`src/rtl/vcpa_pkg.sv`:
```
// package: widths, codes and decode helpers for the velocity command arbiter
`timescale 1ns / 1ps
package vcpa_pkg;

   localparam int VALUE_WIDTH = 16;
   localparam int TIME_WIDTH  = 32;
   localparam int CFG_WIDTH   = 16;
   localparam int NUM_SRC     = 4;
   localparam int SRC_W       = $clog2(NUM_SRC);

   localparam logic [CFG_WIDTH-1:0] TIMEOUT_RESET = CFG_WIDTH'(1500);

   // row of each source in the command store and bit in the live mask
   localparam logic [SRC_W-1:0] ROW_BRAKE = SRC_W'(0);
   localparam logic [SRC_W-1:0] ROW_STOP  = SRC_W'(1);
   localparam logic [SRC_W-1:0] ROW_LANE  = SRC_W'(2);
   localparam logic [SRC_W-1:0] ROW_MAP   = SRC_W'(3);

   typedef enum logic [2:0] {
      ACT_TICK       = 3'd0,
      ACT_BRAKE_CMD  = 3'd1,
      ACT_STOP_CMD   = 3'd2,
      ACT_LANE_CMD   = 3'd3,
      ACT_MAP_CMD    = 3'd4,
      ACT_STOP_FLAG  = 3'd5,
      ACT_ROUND_FLAG = 3'd6
   } action_type;

   typedef enum logic [2:0] {
      CODE_SAFETY = 3'd0,
      CODE_BRAKE  = 3'd1,
      CODE_STOP   = 3'd2,
      CODE_MAP    = 3'd3,
      CODE_ROUND  = 3'd4,
      CODE_LANE   = 3'd5
   } src_code_type;

   typedef logic signed [VALUE_WIDTH-1:0] value_type;

   typedef struct packed {
      value_type ang_z;
      value_type ang_y;
      value_type ang_x;
      value_type lin_z;
      value_type lin_y;
      value_type lin_x;
   } cmd_row_type;

   // winner of one tick: which row to read and what to report
   typedef struct packed {
      logic [SRC_W-1:0] row;
      src_code_type     code;
   } sel_type;

   function automatic logic is_cmd(input logic [2:0] act);
      logic r;
      case (act) inside
         ACT_BRAKE_CMD, ACT_STOP_CMD, ACT_LANE_CMD, ACT_MAP_CMD: r = 1'b1;
         default: r = 1'b0;
      endcase
      return r;
   endfunction

   function automatic logic [SRC_W-1:0] cmd_row(input logic [2:0] act);
      logic [SRC_W-1:0] r;
      case (act)
         ACT_BRAKE_CMD: r = ROW_BRAKE;
         ACT_STOP_CMD:  r = ROW_STOP;
         ACT_LANE_CMD:  r = ROW_LANE;
         ACT_MAP_CMD:   r = ROW_MAP;
         default:       r = ROW_BRAKE;
      endcase
      return r;
   endfunction

endpackage

```
`src/rtl/vcpa_if.sv`:
```
// channel interfaces: request, response and control register write
`timescale 1ns / 1ps
interface vcpa_req_if;
   logic                                 valid;
   logic                                 ready;
   logic [2:0]                           action;
   logic [vcpa_pkg::TIME_WIDTH-1:0]      now_ms;
   logic signed [vcpa_pkg::VALUE_WIDTH-1:0] lin_x;
   logic signed [vcpa_pkg::VALUE_WIDTH-1:0] lin_y;
   logic signed [vcpa_pkg::VALUE_WIDTH-1:0] lin_z;
   logic signed [vcpa_pkg::VALUE_WIDTH-1:0] ang_x;
   logic signed [vcpa_pkg::VALUE_WIDTH-1:0] ang_y;
   logic signed [vcpa_pkg::VALUE_WIDTH-1:0] ang_z;
   logic                                 flag_value;

   modport source (output valid, action, now_ms, lin_x, lin_y, lin_z, ang_x, ang_y, ang_z,
                   flag_value, input ready);
   modport sink   (input valid, action, now_ms, lin_x, lin_y, lin_z, ang_x, ang_y, ang_z,
                   flag_value, output ready);
endinterface

interface vcpa_rsp_if;
   logic                                 valid;
   logic                                 ready;
   logic signed [vcpa_pkg::VALUE_WIDTH-1:0] out_lin_x;
   logic signed [vcpa_pkg::VALUE_WIDTH-1:0] out_lin_y;
   logic signed [vcpa_pkg::VALUE_WIDTH-1:0] out_lin_z;
   logic signed [vcpa_pkg::VALUE_WIDTH-1:0] out_ang_x;
   logic signed [vcpa_pkg::VALUE_WIDTH-1:0] out_ang_y;
   logic signed [vcpa_pkg::VALUE_WIDTH-1:0] out_ang_z;
   logic [2:0]                           source_code;
   logic                                 drive_active;

   modport source (output valid, out_lin_x, out_lin_y, out_lin_z, out_ang_x, out_ang_y,
                   out_ang_z, source_code, drive_active, input ready);
   modport sink   (input valid, out_lin_x, out_lin_y, out_lin_z, out_ang_x, out_ang_y,
                   out_ang_z, source_code, drive_active, output ready);
endinterface

interface vcpa_csr_if;
   logic                               valid;
   logic                               ready;
   logic [vcpa_pkg::CFG_WIDTH-1:0]     data;

   modport source (output valid, data, input ready);
   modport sink   (input valid, data, output ready);
endinterface

```
`src/rtl/velocity_command_priority_arbiter.sv`:
```
// top level: request decode, command store read pipeline and response register
`timescale 1ns / 1ps
// One request is taken every cycle while the response side keeps up. Command and flag
// requests update the state and give no response. A tick ages all four sources in
// parallel against the timeout register, picks the highest-priority live command (brake,
// then stop sign while the stop flag is set, then map, then lane, else an all-zero safety
// stop) and reads that command's row from the command store. The store has a registered
// read. A tick's winner code and row data pass through the read stage and then the
// response register before the response turns valid. While a response waits for rsp
// ready, one more tick can sit in the read stage; after that, requests stall until
// the response is taken. Map and lane responses carry only linear x and angular z.
// The timeout register resets to 1500 ms and is written through the csr channel,
// which is always ready.
module velocity_command_priority_arbiter (
   input  logic        clock,
   input  logic        reset,
   vcpa_req_if.sink    req_chan,
   vcpa_rsp_if.source  rsp_chan,
   vcpa_csr_if.sink    csr_chan
);
   import vcpa_pkg::*;

   logic         req_fire;
   logic         tick_fire;
   sel_type      sel;
   cmd_row_type  wr_data;
   cmd_row_type  rd_data;
   logic         s1_valid_ff, s1_valid_in;
   src_code_type s1_code_ff;
   logic         s1_move;
   logic         rsp_valid_ff, rsp_valid_in;
   cmd_row_type  rsp_row_ff, rsp_row_in;
   src_code_type rsp_code_ff;
   logic         full_cmd;
   logic         part_cmd;

   assign req_fire  = req_chan.valid && req_chan.ready;
   assign tick_fire = req_fire && (action_type'(req_chan.action) == ACT_TICK);

   assign s1_move        = s1_valid_ff && (!rsp_valid_ff || rsp_chan.ready);
   assign req_chan.ready = !s1_valid_ff || s1_move;

   assign wr_data = '{ang_z: req_chan.ang_z, ang_y: req_chan.ang_y, ang_x: req_chan.ang_x,
                      lin_z: req_chan.lin_z, lin_y: req_chan.lin_y, lin_x: req_chan.lin_x};

   vcpa_select u_select (
      .clock      (clock),
      .reset      (reset),
      .fire       (req_fire),
      .action     (req_chan.action),
      .now_ms     (req_chan.now_ms),
      .flag_value (req_chan.flag_value),
      .csr_chan   (csr_chan),
      .sel        (sel)
   );

   vcpa_cmd_ram u_cmd_ram (
      .clock   (clock),
      .wr_en   (req_fire && is_cmd(req_chan.action)),
      .wr_row  (cmd_row(req_chan.action)),
      .wr_data (wr_data),
      .rd_en   (tick_fire),
      .rd_row  (sel.row),
      .rd_data (rd_data)
   );

   always_comb begin
      if (tick_fire) begin
         s1_valid_in = 1'b1;
      end else if (s1_move) begin
         s1_valid_in = 1'b0;
      end else begin
         s1_valid_in = s1_valid_ff;
      end
   end

   always_comb begin
      if (s1_move) begin
         rsp_valid_in = 1'b1;
      end else if (rsp_chan.ready) begin
         rsp_valid_in = 1'b0;
      end else begin
         rsp_valid_in = rsp_valid_ff;
      end
   end

   // brake and stop sign pass all six components, map and lane only x and yaw
   assign full_cmd = (s1_code_ff == CODE_BRAKE) || (s1_code_ff == CODE_STOP);
   assign part_cmd = (s1_code_ff == CODE_MAP) || (s1_code_ff == CODE_ROUND) ||
                     (s1_code_ff == CODE_LANE);

   always_comb begin
      rsp_row_in = '0;
      if (full_cmd) begin
         rsp_row_in = rd_data;
      end else if (part_cmd) begin
         rsp_row_in.lin_x = rd_data.lin_x;
         rsp_row_in.ang_z = rd_data.ang_z;
      end
   end

   always_ff @(posedge clock) begin
      if (reset) begin
         s1_valid_ff  <= 1'b0;
         rsp_valid_ff <= 1'b0;
      end else begin
         s1_valid_ff  <= s1_valid_in;
         rsp_valid_ff <= rsp_valid_in;
      end
   end

   always_ff @(posedge clock) begin
      if (tick_fire) begin
         s1_code_ff <= sel.code;
      end
      if (s1_move) begin
         rsp_row_ff  <= rsp_row_in;
         rsp_code_ff <= s1_code_ff;
      end
   end

   assign rsp_chan.valid        = rsp_valid_ff;
   assign rsp_chan.out_lin_x    = rsp_row_ff.lin_x;
   assign rsp_chan.out_lin_y    = rsp_row_ff.lin_y;
   assign rsp_chan.out_lin_z    = rsp_row_ff.lin_z;
   assign rsp_chan.out_ang_x    = rsp_row_ff.ang_x;
   assign rsp_chan.out_ang_y    = rsp_row_ff.ang_y;
   assign rsp_chan.out_ang_z    = rsp_row_ff.ang_z;
   assign rsp_chan.source_code  = rsp_code_ff;
   assign rsp_chan.drive_active = (rsp_code_ff != CODE_SAFETY);

   // a tick transfer always lands in the read stage
   a_tick_enters_s1: assert property (@(posedge clock) disable iff (reset)
      tick_fire |=> s1_valid_ff)
      else $error("tick transfer did not reach read stage");

   // read stage never overwritten while still waiting
   a_s1_no_overrun: assert property (@(posedge clock) disable iff (reset)
      (s1_valid_ff && !s1_move) |-> !tick_fire)
      else $error("read stage overrun");

   // safety stop is all zero
   a_safety_zero: assert property (@(posedge clock) disable iff (reset)
      (rsp_valid_ff && (rsp_code_ff == CODE_SAFETY)) |-> (rsp_row_ff == '0))
      else $error("safety stop response not zero");

   // map and lane keep the side components at zero
   a_part_zero: assert property (@(posedge clock) disable iff (reset)
      (rsp_valid_ff && ((rsp_code_ff == CODE_MAP) || (rsp_code_ff == CODE_ROUND) ||
                        (rsp_code_ff == CODE_LANE)))
      |-> (rsp_row_ff.lin_y == '0 && rsp_row_ff.lin_z == '0 &&
           rsp_row_ff.ang_x == '0 && rsp_row_ff.ang_y == '0))
      else $error("map or lane response carries side components");

endmodule

```
`src/rtl/vcpa_cmd_ram.sv`:
```
// command store: one row of six components per source, registered read
`timescale 1ns / 1ps
module vcpa_cmd_ram (
   input  logic                         clock,
   input  logic                         wr_en,
   input  logic [vcpa_pkg::SRC_W-1:0]   wr_row,
   input  vcpa_pkg::cmd_row_type        wr_data,
   input  logic                         rd_en,
   input  logic [vcpa_pkg::SRC_W-1:0]   rd_row,
   output vcpa_pkg::cmd_row_type        rd_data
);
   import vcpa_pkg::*;

   cmd_row_type mem [NUM_SRC];
   cmd_row_type rd_data_ff;

   always_ff @(posedge clock) begin
      if (wr_en) begin
         mem[wr_row] <= wr_data;
      end
      if (rd_en) begin
         rd_data_ff <= mem[rd_row];
      end
   end

   assign rd_data = rd_data_ff;

endmodule

```
`src/rtl/vcpa_select.sv`:
```
// live marks, time stamps, flags and timeout register; ages sources and picks the winner
`timescale 1ns / 1ps
module vcpa_select (
   input  logic                            clock,
   input  logic                            reset,
   input  logic                            fire,
   input  logic [2:0]                      action,
   input  logic [vcpa_pkg::TIME_WIDTH-1:0] now_ms,
   input  logic                            flag_value,
   vcpa_csr_if.sink                        csr_chan,
   output vcpa_pkg::sel_type               sel
);
   import vcpa_pkg::*;

   logic [NUM_SRC-1:0]    live_ff, live_in;
   logic [TIME_WIDTH-1:0] stamp_ff [NUM_SRC];
   logic                  stop_seen_ff, stop_seen_in;
   logic                  in_circle_ff, in_circle_in;
   logic [CFG_WIDTH-1:0]  timeout_ff, timeout_in;
   logic [NUM_SRC-1:0]    stale;
   logic [NUM_SRC-1:0]    aged;
   logic [TIME_WIDTH-1:0] age [NUM_SRC];

   assign csr_chan.ready = 1'b1;

   // modular age of every source, compared in parallel
   always_comb begin
      for (int i = 0; i < NUM_SRC; i++) begin
         age[i]   = now_ms - stamp_ff[i];
         stale[i] = age[i] > TIME_WIDTH'(timeout_ff);
      end
      aged = live_ff & ~stale;
   end

   always_comb begin
      if (aged[ROW_BRAKE]) begin
         sel.row  = ROW_BRAKE;
         sel.code = CODE_BRAKE;
      end else if (aged[ROW_STOP] && stop_seen_ff) begin
         sel.row  = ROW_STOP;
         sel.code = CODE_STOP;
      end else if (aged[ROW_MAP]) begin
         sel.row  = ROW_MAP;
         sel.code = in_circle_ff ? CODE_ROUND : CODE_MAP;
      end else if (aged[ROW_LANE]) begin
         sel.row  = ROW_LANE;
         sel.code = CODE_LANE;
      end else begin
         sel.row  = ROW_BRAKE;
         sel.code = CODE_SAFETY;
      end
   end

   always_comb begin
      live_in      = live_ff;
      stop_seen_in = stop_seen_ff;
      in_circle_in = in_circle_ff;
      if (fire) begin
         case (action_type'(action))
            ACT_TICK:       live_in = aged;
            ACT_STOP_FLAG:  stop_seen_in = flag_value;
            ACT_ROUND_FLAG: in_circle_in = flag_value;
            default: begin
               if (is_cmd(action)) begin
                  live_in = live_ff | (NUM_SRC'(1) << cmd_row(action));
               end
            end
         endcase
      end
   end

   assign timeout_in = (csr_chan.valid && csr_chan.ready) ? csr_chan.data : timeout_ff;

   always_ff @(posedge clock) begin
      if (reset) begin
         live_ff      <= '0;
         stop_seen_ff <= 1'b0;
         in_circle_ff <= 1'b0;
         timeout_ff   <= TIMEOUT_RESET;
      end else begin
         live_ff      <= live_in;
         stop_seen_ff <= stop_seen_in;
         in_circle_ff <= in_circle_in;
         timeout_ff   <= timeout_in;
      end
   end

   always_ff @(posedge clock) begin
      if (fire && is_cmd(action)) begin
         stamp_ff[cmd_row(action)] <= now_ms;
      end
   end

endmodule
```
`src/flat_wrapper.sv`:
```
// flat-port wrapper written by rule: the top's interface ports become plain ports
module velocity_command_priority_arbiter_flat import vcpa_pkg::*;
  (clock, reset, req_chan_valid, req_chan_action, req_chan_now_ms, req_chan_lin_x, req_chan_lin_y, req_chan_lin_z, req_chan_ang_x, req_chan_ang_y, req_chan_ang_z, req_chan_flag_value, req_chan_ready, rsp_chan_valid, rsp_chan_out_lin_x, rsp_chan_out_lin_y, rsp_chan_out_lin_z, rsp_chan_out_ang_x, rsp_chan_out_ang_y, rsp_chan_out_ang_z, rsp_chan_source_code, rsp_chan_drive_active, rsp_chan_ready, csr_chan_valid, csr_chan_data, csr_chan_ready);
  vcpa_req_if req_chan_i ();
  vcpa_rsp_if rsp_chan_i ();
  vcpa_csr_if csr_chan_i ();
  input  logic clock;
  input  logic reset;
  input wire logic [$bits(req_chan_i.valid)-1:0] req_chan_valid;
  input wire logic [$bits(req_chan_i.action)-1:0] req_chan_action;
  input wire logic [$bits(req_chan_i.now_ms)-1:0] req_chan_now_ms;
  input wire logic [$bits(req_chan_i.lin_x)-1:0] req_chan_lin_x;
  input wire logic [$bits(req_chan_i.lin_y)-1:0] req_chan_lin_y;
  input wire logic [$bits(req_chan_i.lin_z)-1:0] req_chan_lin_z;
  input wire logic [$bits(req_chan_i.ang_x)-1:0] req_chan_ang_x;
  input wire logic [$bits(req_chan_i.ang_y)-1:0] req_chan_ang_y;
  input wire logic [$bits(req_chan_i.ang_z)-1:0] req_chan_ang_z;
  input wire logic [$bits(req_chan_i.flag_value)-1:0] req_chan_flag_value;
  output wire logic [$bits(req_chan_i.ready)-1:0] req_chan_ready;
  output wire logic [$bits(rsp_chan_i.valid)-1:0] rsp_chan_valid;
  output wire logic [$bits(rsp_chan_i.out_lin_x)-1:0] rsp_chan_out_lin_x;
  output wire logic [$bits(rsp_chan_i.out_lin_y)-1:0] rsp_chan_out_lin_y;
  output wire logic [$bits(rsp_chan_i.out_lin_z)-1:0] rsp_chan_out_lin_z;
  output wire logic [$bits(rsp_chan_i.out_ang_x)-1:0] rsp_chan_out_ang_x;
  output wire logic [$bits(rsp_chan_i.out_ang_y)-1:0] rsp_chan_out_ang_y;
  output wire logic [$bits(rsp_chan_i.out_ang_z)-1:0] rsp_chan_out_ang_z;
  output wire logic [$bits(rsp_chan_i.source_code)-1:0] rsp_chan_source_code;
  output wire logic [$bits(rsp_chan_i.drive_active)-1:0] rsp_chan_drive_active;
  input wire logic [$bits(rsp_chan_i.ready)-1:0] rsp_chan_ready;
  input wire logic [$bits(csr_chan_i.valid)-1:0] csr_chan_valid;
  input wire logic [$bits(csr_chan_i.data)-1:0] csr_chan_data;
  output wire logic [$bits(csr_chan_i.ready)-1:0] csr_chan_ready;
  assign req_chan_i.valid = req_chan_valid;
  assign req_chan_i.action = req_chan_action;
  assign req_chan_i.now_ms = req_chan_now_ms;
  assign req_chan_i.lin_x = req_chan_lin_x;
  assign req_chan_i.lin_y = req_chan_lin_y;
  assign req_chan_i.lin_z = req_chan_lin_z;
  assign req_chan_i.ang_x = req_chan_ang_x;
  assign req_chan_i.ang_y = req_chan_ang_y;
  assign req_chan_i.ang_z = req_chan_ang_z;
  assign req_chan_i.flag_value = req_chan_flag_value;
  assign req_chan_ready = req_chan_i.ready;
  assign rsp_chan_valid = rsp_chan_i.valid;
  assign rsp_chan_out_lin_x = rsp_chan_i.out_lin_x;
  assign rsp_chan_out_lin_y = rsp_chan_i.out_lin_y;
  assign rsp_chan_out_lin_z = rsp_chan_i.out_lin_z;
  assign rsp_chan_out_ang_x = rsp_chan_i.out_ang_x;
  assign rsp_chan_out_ang_y = rsp_chan_i.out_ang_y;
  assign rsp_chan_out_ang_z = rsp_chan_i.out_ang_z;
  assign rsp_chan_source_code = rsp_chan_i.source_code;
  assign rsp_chan_drive_active = rsp_chan_i.drive_active;
  assign rsp_chan_i.ready = rsp_chan_ready;
  assign csr_chan_i.valid = csr_chan_valid;
  assign csr_chan_i.data = csr_chan_data;
  assign csr_chan_ready = csr_chan_i.ready;
  velocity_command_priority_arbiter u_core (.clock(clock), .reset(reset), .req_chan(req_chan_i), .rsp_chan(rsp_chan_i), .csr_chan(csr_chan_i));
endmodule
```
`config.mk`:
```
export PLATFORM = sky130hd
export DESIGN_NAME = velocity_command_priority_arbiter_flat
export DESIGN_NICKNAME = d
export VERILOG_FILES = /design/src/rtl/vcpa_pkg.sv /design/src/rtl/vcpa_if.sv /design/src/rtl/velocity_command_priority_arbiter.sv /design/src/rtl/vcpa_cmd_ram.sv /design/src/rtl/vcpa_select.sv /design/src/flat_wrapper.sv
export SDC_FILE = /design/constraint.sdc
export NUM_CORES = 1
export LEC_CHECK = 0
export ABC_AREA = 1
export BUFFER_PORTS_ARGS = -buffer_cell sky130_fd_sc_hd__clkbuf_2
export CAP_MARGIN = 20
export CORE_MARGIN = 1
export CORE_UTILIZATION = 35
export DETAILED_ROUTE_END_ITERATION = 10
export GPL_ROUTABILITY_DRIVEN = 0
export GPL_TIMING_DRIVEN = 0
export PLACE_DENSITY = 0.55
export SYNTH_ARGS = -nofsm -noshare
export SYNTH_HDL_FRONTEND = slang
export SYNTH_SLANG_ARGS = --single-unit
```
`constraint.sdc`:
```
create_clock -name clock -period 16.82 [get_ports clock]
set_clock_uncertainty 0.1 [all_clocks]
set_input_delay 2.523 -clock clock [delete_from_list [all_inputs] [get_ports clock]]
set_output_delay 2.523 -clock clock [all_outputs]
set_load 0.02 [all_outputs]
```
* Word-level counts from Yosys, hierarchy flattened *
Memory sizes are Yosys's and may differ from the RTL's. A register that Yosys moved wholly into a read port is not among the register bits.
Cells that the tools add are included.

storage, ports and cells
  bits in registers = 126
  RAM bits = 512
  bits of input ports = 153
  output and inout port bits = 103
  word-level logic and storage cells = 90
  memories kept = 2

memory list
  name                      depth  width  rd ports  clocked after memory_dff  wr ports  RTL line            RTL
  u_core.u_cmd_ram.mem      4      96     1         1                         1         vcpa_cmd_ram.sv:14  cmd_row_type mem [NUM_SRC];
  u_core.u_select.stamp_ff  4      32     4         0                         1         vcpa_select.sv:16   logic [TIME_WIDTH-1:0] stamp_ff [NUM_SRC];

operators by class
  $add $sub $neg = 4
  magnitude comparators = 4
  equality and inequality tests = 11
  shift operators = 1
  muxes and demuxes = 25
  bitwise gates (word level) = 4
  reductions and logical operators = 24

operators by type and width
  kind                                              count
  greater-than comparator 32 x 16 -> 1 bit          4
  subtractor 32 bit                                 4
  2-to-1 mux 16 bit                                 4
  2-to-1 mux 5 bit                                  4
  == test 3 bit (second input constant)             5
  == test 3 x 2 -> 1 bit (second input constant)    4
  2-to-1 mux 1 bit                                  9
  2-to-1 mux 2 bit                                  4
  one-hot mux 4 bit (2 select lines)                1
  == test 3 x 1 -> 1 bit (second input constant)    2
  one-hot mux 2 bit (3 select lines)                1
  nonzero test 2 bit                                3
  logical AND 1 bit                                 5
  logical OR 1 bit                                  5
  bitwise AND 4 bit                                 1
  2-to-1 mux 4 bit                                  1
  NOT 4 bit                                         1
  bitwise OR 4 bit                                  1
  AND reduction 2 bit                               2
  OR reduction 2 bit                                2
  OR reduction 4 bit                                1
  << shifter 1 x 2 -> 4 bit (first input constant)  1
  logical NOT 3 bit                                 1
  2-to-1 mux 3 bit                                  1
  5 further kinds                                   6

* Logic depth before layout (Yosys ltp) *
  depth after elaboration = 13
  gate-level depth with buffers = 32
  depth with buffers taken out = 30

* Modules after synthesis *
A second synthesis with hierarchy kept.

second synthesis, totals
  cells, all modules = 4,586
  area total of the unflattened synthesis = 40,121.0 µm²

by module, submodules not included
  module                             times used  cells an instance  area an instance (µm²)  seq. area each (µm²)
  vcpa_cmd_ram                       1           1,608              18,960.7                14,413.8
  vcpa_select                        1           2,699              16,749.8                4,284.1
  velocity_command_priority_arbiter  1           279                4,410.5                 3,103.0

* Least setup slack after synthesis *
OpenSTA, ideal clock, no wires.

  kind = input port to flip-flop
  from = input port rsp_chan_ready
  to = register u_core.u_select.live_ff[1]
  library setup time = 0.096 ns
  arrival time = 12.480 ns
  required time = 16.624 ns
  slack = 4.144 ns
  cell stages on the path = 8
  path buffers = 0
  cells stage by stage = inv_1 > nand2_1 > nor2_1 > inv_1 > nand2_1 > nor3_1 > o21ai_0 > a21oi_1

between the ends
  longest elaborated chain between the ends = 5

ends and longest elaborated chain
  element                        RTL line                                 RTL
  start: declaration             flat_wrapper.sv:29                       input wire logic [$bits(rsp_chan_i.ready)-1:0] rsp_chan_ready;
  logical OR 1 bit               velocity_command_priority_arbiter.sv:40  assign s1_move = s1_valid_ff && (!rsp_valid_ff || rsp_chan.ready);
  logical AND 1 bit              velocity_command_priority_arbiter.sv:40
  logical OR 1 bit               velocity_command_priority_arbiter.sv:41  assign req_chan.ready = !s1_valid_ff || s1_move;
  net req_chan_ready             flat_wrapper.sv:19                       output wire logic [$bits(req_chan_i.ready)-1:0] req_chan_ready;
  logical AND 1 bit              velocity_command_priority_arbiter.sv:37  assign req_fire = req_chan.valid && req_chan.ready;
  AND reduction 3 bit (no line)  --
  end signal: assignment         vcpa_select.sv:81                        live_ff <= live_in;
  end: declaration               vcpa_select.sv:15                        logic [NUM_SRC-1:0] live_ff, live_in;

The timed path passes the listed nets, and every way through them passes these cells.
A chain may end at the register's enable or synchronous reset.

* Worst setup path after layout *
  from = input port req_chan_now_ms[0]
  to = register, netlist name u_core.u_cmd_ram.rd_data[85]

between the ends
  longest elaborated chain between the ends = 8
  elaborated cells between the ends (all ways) = 15
  classes of those cells = add/sub: 4; order compare: 4; mux: 4; bitwise: 2; reduce/logical: 1

ends and longest elaborated chain
  element                                   RTL line            RTL
  start: declaration                        flat_wrapper.sv:11  input wire logic [$bits(req_chan_i.now_ms)-1:0] req_chan_now_ms;
  subtractor 32 bit                         vcpa_select.sv:29   age[i] = now_ms - stamp_ff[i];
  greater-than comparator 32 x 16 -> 1 bit  vcpa_select.sv:30   stale[i] = age[i] > TIME_WIDTH'(timeout_ff);
  NOT 4 bit (*)                             vcpa_select.sv:32   aged = live_ff & ~stale;
  bitwise AND 4 bit (*)                     vcpa_select.sv:32
  2-to-1 mux 5 bit                          vcpa_select.sv:45   end else if (aged[ROW_LANE]) begin
  2-to-1 mux 5 bit                          vcpa_select.sv:42   end else if (aged[ROW_MAP]) begin
  2-to-1 mux 5 bit                          vcpa_select.sv:39   end else if (aged[ROW_STOP] && stop_seen_ff) begin
  2-to-1 mux 5 bit (*)                      vcpa_select.sv:36   if (aged[ROW_BRAKE]) begin

Mark *: on every way between the ends. The rest lies on a longest branch, timed or not.

==> metrics <==
status=completed; Slowest Stage Delay on Critical Path=460 ps; core area=111000 um^2; Setup violations, final=0; largest driver fanout on the critical path=10; vias in the first global route=28.9k; commonest non-fill, non-tap cell in the layout=nand2_1; Post-Syn Nets=4872; Mean Syn Cell Area=8.70 um^2; crit path time final=7190 ps; io pins=approximately 260; total chip power=4.37 mW; Core Util, Final=0.414; # hold bufs at CTS=0; RSZ-0062 raised after global routing=false; M1 GR Usage=0.256; global route hottest layer=met2; Layout Cells excl Fill=6481; chip height=337 um; Antenna Nets Post-Route=0; part of the power in the clock network=0.416; Layout area overhead=16.9%; GRT overflow=0; worst setup path start=req_chan_now_ms[0]; HP Start=u_core.s1_code_ff[2]; share of power burned in registers=0.473; vias per std cell=4.63; internal power=approximately 3.3 mW; clk buf depth=3; CP dominant cell by count=nand2_1; YS warnings=0; setup bufs post-CTS=0; post-CTS sizing=0; CP max stage cell=fa_1; largest net degree at the start of global routing=77; initial antenna violation count=16; pwr/cell area=95.0 nW/um^2; Synth Cell Area=between 30000 and 40000 um^2; Reg area=21800 um^2; multi-input combinational cell area=around 14000 um^2; WP data arrival=7590 ps; most frequent cells in the layout=1445 x nand2_1, 868 x inv_1, 710 x edfxtp_1, 453 x nand3_1, 346 x nor2_1; hpwl dp=82200 um; Iteration-0 DRC Markers=2214; Final Cycle Share=0.427; CTS tree=yes; nets@finish=around 5.3k; Yosys cell types=42; CP required=between 15000 and 20000 ps; WS Path Type=input port to flop; combinational fraction of design power=0.111; # fillers=around 11k; Clock Sinks=734; dpl cells=roughly 6.3k; die area=114000 um^2; sequential element share of the synthesized area=0.553; wire per inst=roughly 17 um; top cells by area, synth=edfxtp_1 54%, nand2_1 14%, inv_1 8.3%; CP endpoint kind=flop; Worst Reg-to-Reg Cells=27; row count=approximately 120; via count=30.0k; cell count after synthesis=4527; global-route usage over all layers=0.197; total wire length=112000 um; Synth top area share=0.541; pins over their slew limit=0; Starting Density=0.354; Critical Path Start Type=input port; TNS Setup=0 ps; final hold vios=0; number of remaining DRC errors=0; leak pwr=22.1 nW; flops & latches, synth=734; Slew headroom=0.283; Skew-Pair Late Insertion Delay=~660 ps; Worst R2R Start=u_core.u_select.stamp_ff[0][0]; Yosys top cell by area=edfxtp_1; 1st-pass router iterations=7; Die W=337 um; TritonCTS Buffers=slightly above 80; CTS root buf=clkbuf_16; first-pass GRT wire length=169000 um; hold slack=394 ps; Peak supply drop=0.0670 mV; Least-Margin Pin Slew=approximately 1100 ps; GR Util met2=0.332; switching power=1.10 mW; HP Class=flop to flop; Cells on Worst Hold Path=0; port bufs=approximately 250; max cap viols=0; routing usage on met3=0.0342; share of cells above drive strength 1=0.108; Max Clk Rate=0.139 GHz; number of H-tree levels=3; switching fraction of total power=0.252; CTS clock-pin slew for the worst setup and hold paths=60 ps
[final cells by class]
class                           count  area share
Clock buffer                      101      0.0472
Antenna cell                        4    0.000217
Sequential cell                   734       0.473
Buffer                             94      0.0118
Clock inverter                     52      0.0121
Inverter                          891      0.0727
Multi-Input combinational cell   2808       0.298
Tap cell                         1488      0.0404
Timing Repair Buffer              309      0.0439
[cell families (layout without fill, tap and decap cells)]
| kind of cell | Yosys count | in the layout | synth area share |
|---|---|---|---|
| AOI/OAI and AO/OA | 221 | 221 | 0.0297 |
| xor gates and xnor gates | 61 | 61 | 0.0136 |
| adders and majority gates | 192 | 192 | 0.0618 |
| buffers and inverters | 985 | 1447 | 0.0987 |
| DFF | 734 | 734 | 0.553 |
| other | 1 | 5 | 0.0000952 |
| and+or+nand+nor | 2333 | 2333 | 0.243 |
[metrics by stage]
stage          cell area (um^2)  setup slack [ps]
6_report                  46100              9630
4_1_cts                   46000              9610
3_3_place_gp              42500             -4000
5_1_grt                   46100              9220
3_5_place_dp              43300              8920
2_1_floorplan             39400              4140
[path summary, 6_finish.rpt]
kind,end,slack [ps]
worst max-delay path,u_core.u_cmd_ram.rd_data[85],9630
worst min-delay path,u_core.rsp_chan.source_code[2],390
worst max register to register,u_core.u_cmd_ram.rd_data[85],11510
worst min register to register,u_core.rsp_chan.source_code[2],390
[state kept, by name, indices dropped and copies added, names as in the netlist, 3 cells and up]
register,cells
u_core.u_select.stamp_ff,128
u_core.rsp_chan.source_code,3
u_core.rsp_chan.out_ang_y,16
u_core.rsp_chan.out_lin_z,16
u_core.u_select.live_ff,4
u_core.u_cmd_ram.mem,384
u_core.u_cmd_ram.rd_data,96
u_core.rsp_chan.out_lin_y,16
u_core.u_select.timeout_ff,16
u_core.s1_code_ff,3
u_core.rsp_chan.out_ang_x,16
u_core.rsp_chan.out_ang_z,16
u_core.rsp_chan.out_lin_x,16
[cells in the mapped netlist]
| cell type | instances |
|---|---|
| ha_1 | 188 |
| nor4_1 | 5 |
| nand4_1 | 21 |
| nor2_1 | 347 |
| a21boi_1 | 1 |
| o21ai_0 | 48 |
| xnor2_1 | 4 |
| a21oi_2 | 1 |
| o21a_1 | 5 |
| conb_1 | 1 |
| nand2_4 | 2 |
| inv_1 | 869 |
| o21ai_1 | 3 |
| dfxtp_1 | 24 |
| inv_2 | 22 |
| nor3_1 | 19 |
| buf_4 | 5 |
| xor2_1 | 57 |
| and3_1 | 5 |
| a21oi_1 | 145 |
| edfxtp_1 | 710 |
| or3_1 | 1 |
| a21o_1 | 3 |
| fa_1 | 4 |
| nand2_2 | 5 |
| or2_1 | 1 |
| nor2_2 | 7 |
| nor3_2 | 3 |
| o21bai_1 | 13 |
| a31oi_1 | 1 |
| buf_1 | 1 |
| nand2b_1 | 1 |
| nand2_1 | 1445 |
| nand3_1 | 453 |
| clkbuf_1 | 27 |
| buf_2 | 46 |
| nand3b_1 | 9 |
| a211oi_1 | 1 |
| nand4_2 | 1 |
| nand3_2 | 1 |
| and2_1 | 7 |
| buf_6 | 15 |
[per-layer routing]
layer  vias to the layer above  share of wire
met3                       178          0.057
met1                     13900           0.44
met4                        22          0.027
met5                         -         0.0013
met2                       723           0.48
li1                      15200              -
[power groups by stage]
stage / logic [mW] / clock network, mW / registers (mW)
6_report: 0.487 / 1.82 / 2.07
2_1_floorplan: 0.318 / 0 / 2.11
5_1_grt: 0.557 / 1.94 / 2.07
3_3_place_gp: 0.469 / 0 / 2.12
3_5_place_dp: 0.486 / 0 / 2.11
4_1_cts: 0.488 / 1.86 / 2.07
[critical path: cells and delay by family]
family / cells / cell delay, ps
adder cells (fa/ha/maj): 3 / 930
buffers and inverters: 5 / 770
XOR/XNOR: 1 / 180
AND/OR/NAND/NOR: 20 / 3160
Note: power is estimated with default switching activity, not from simulation.
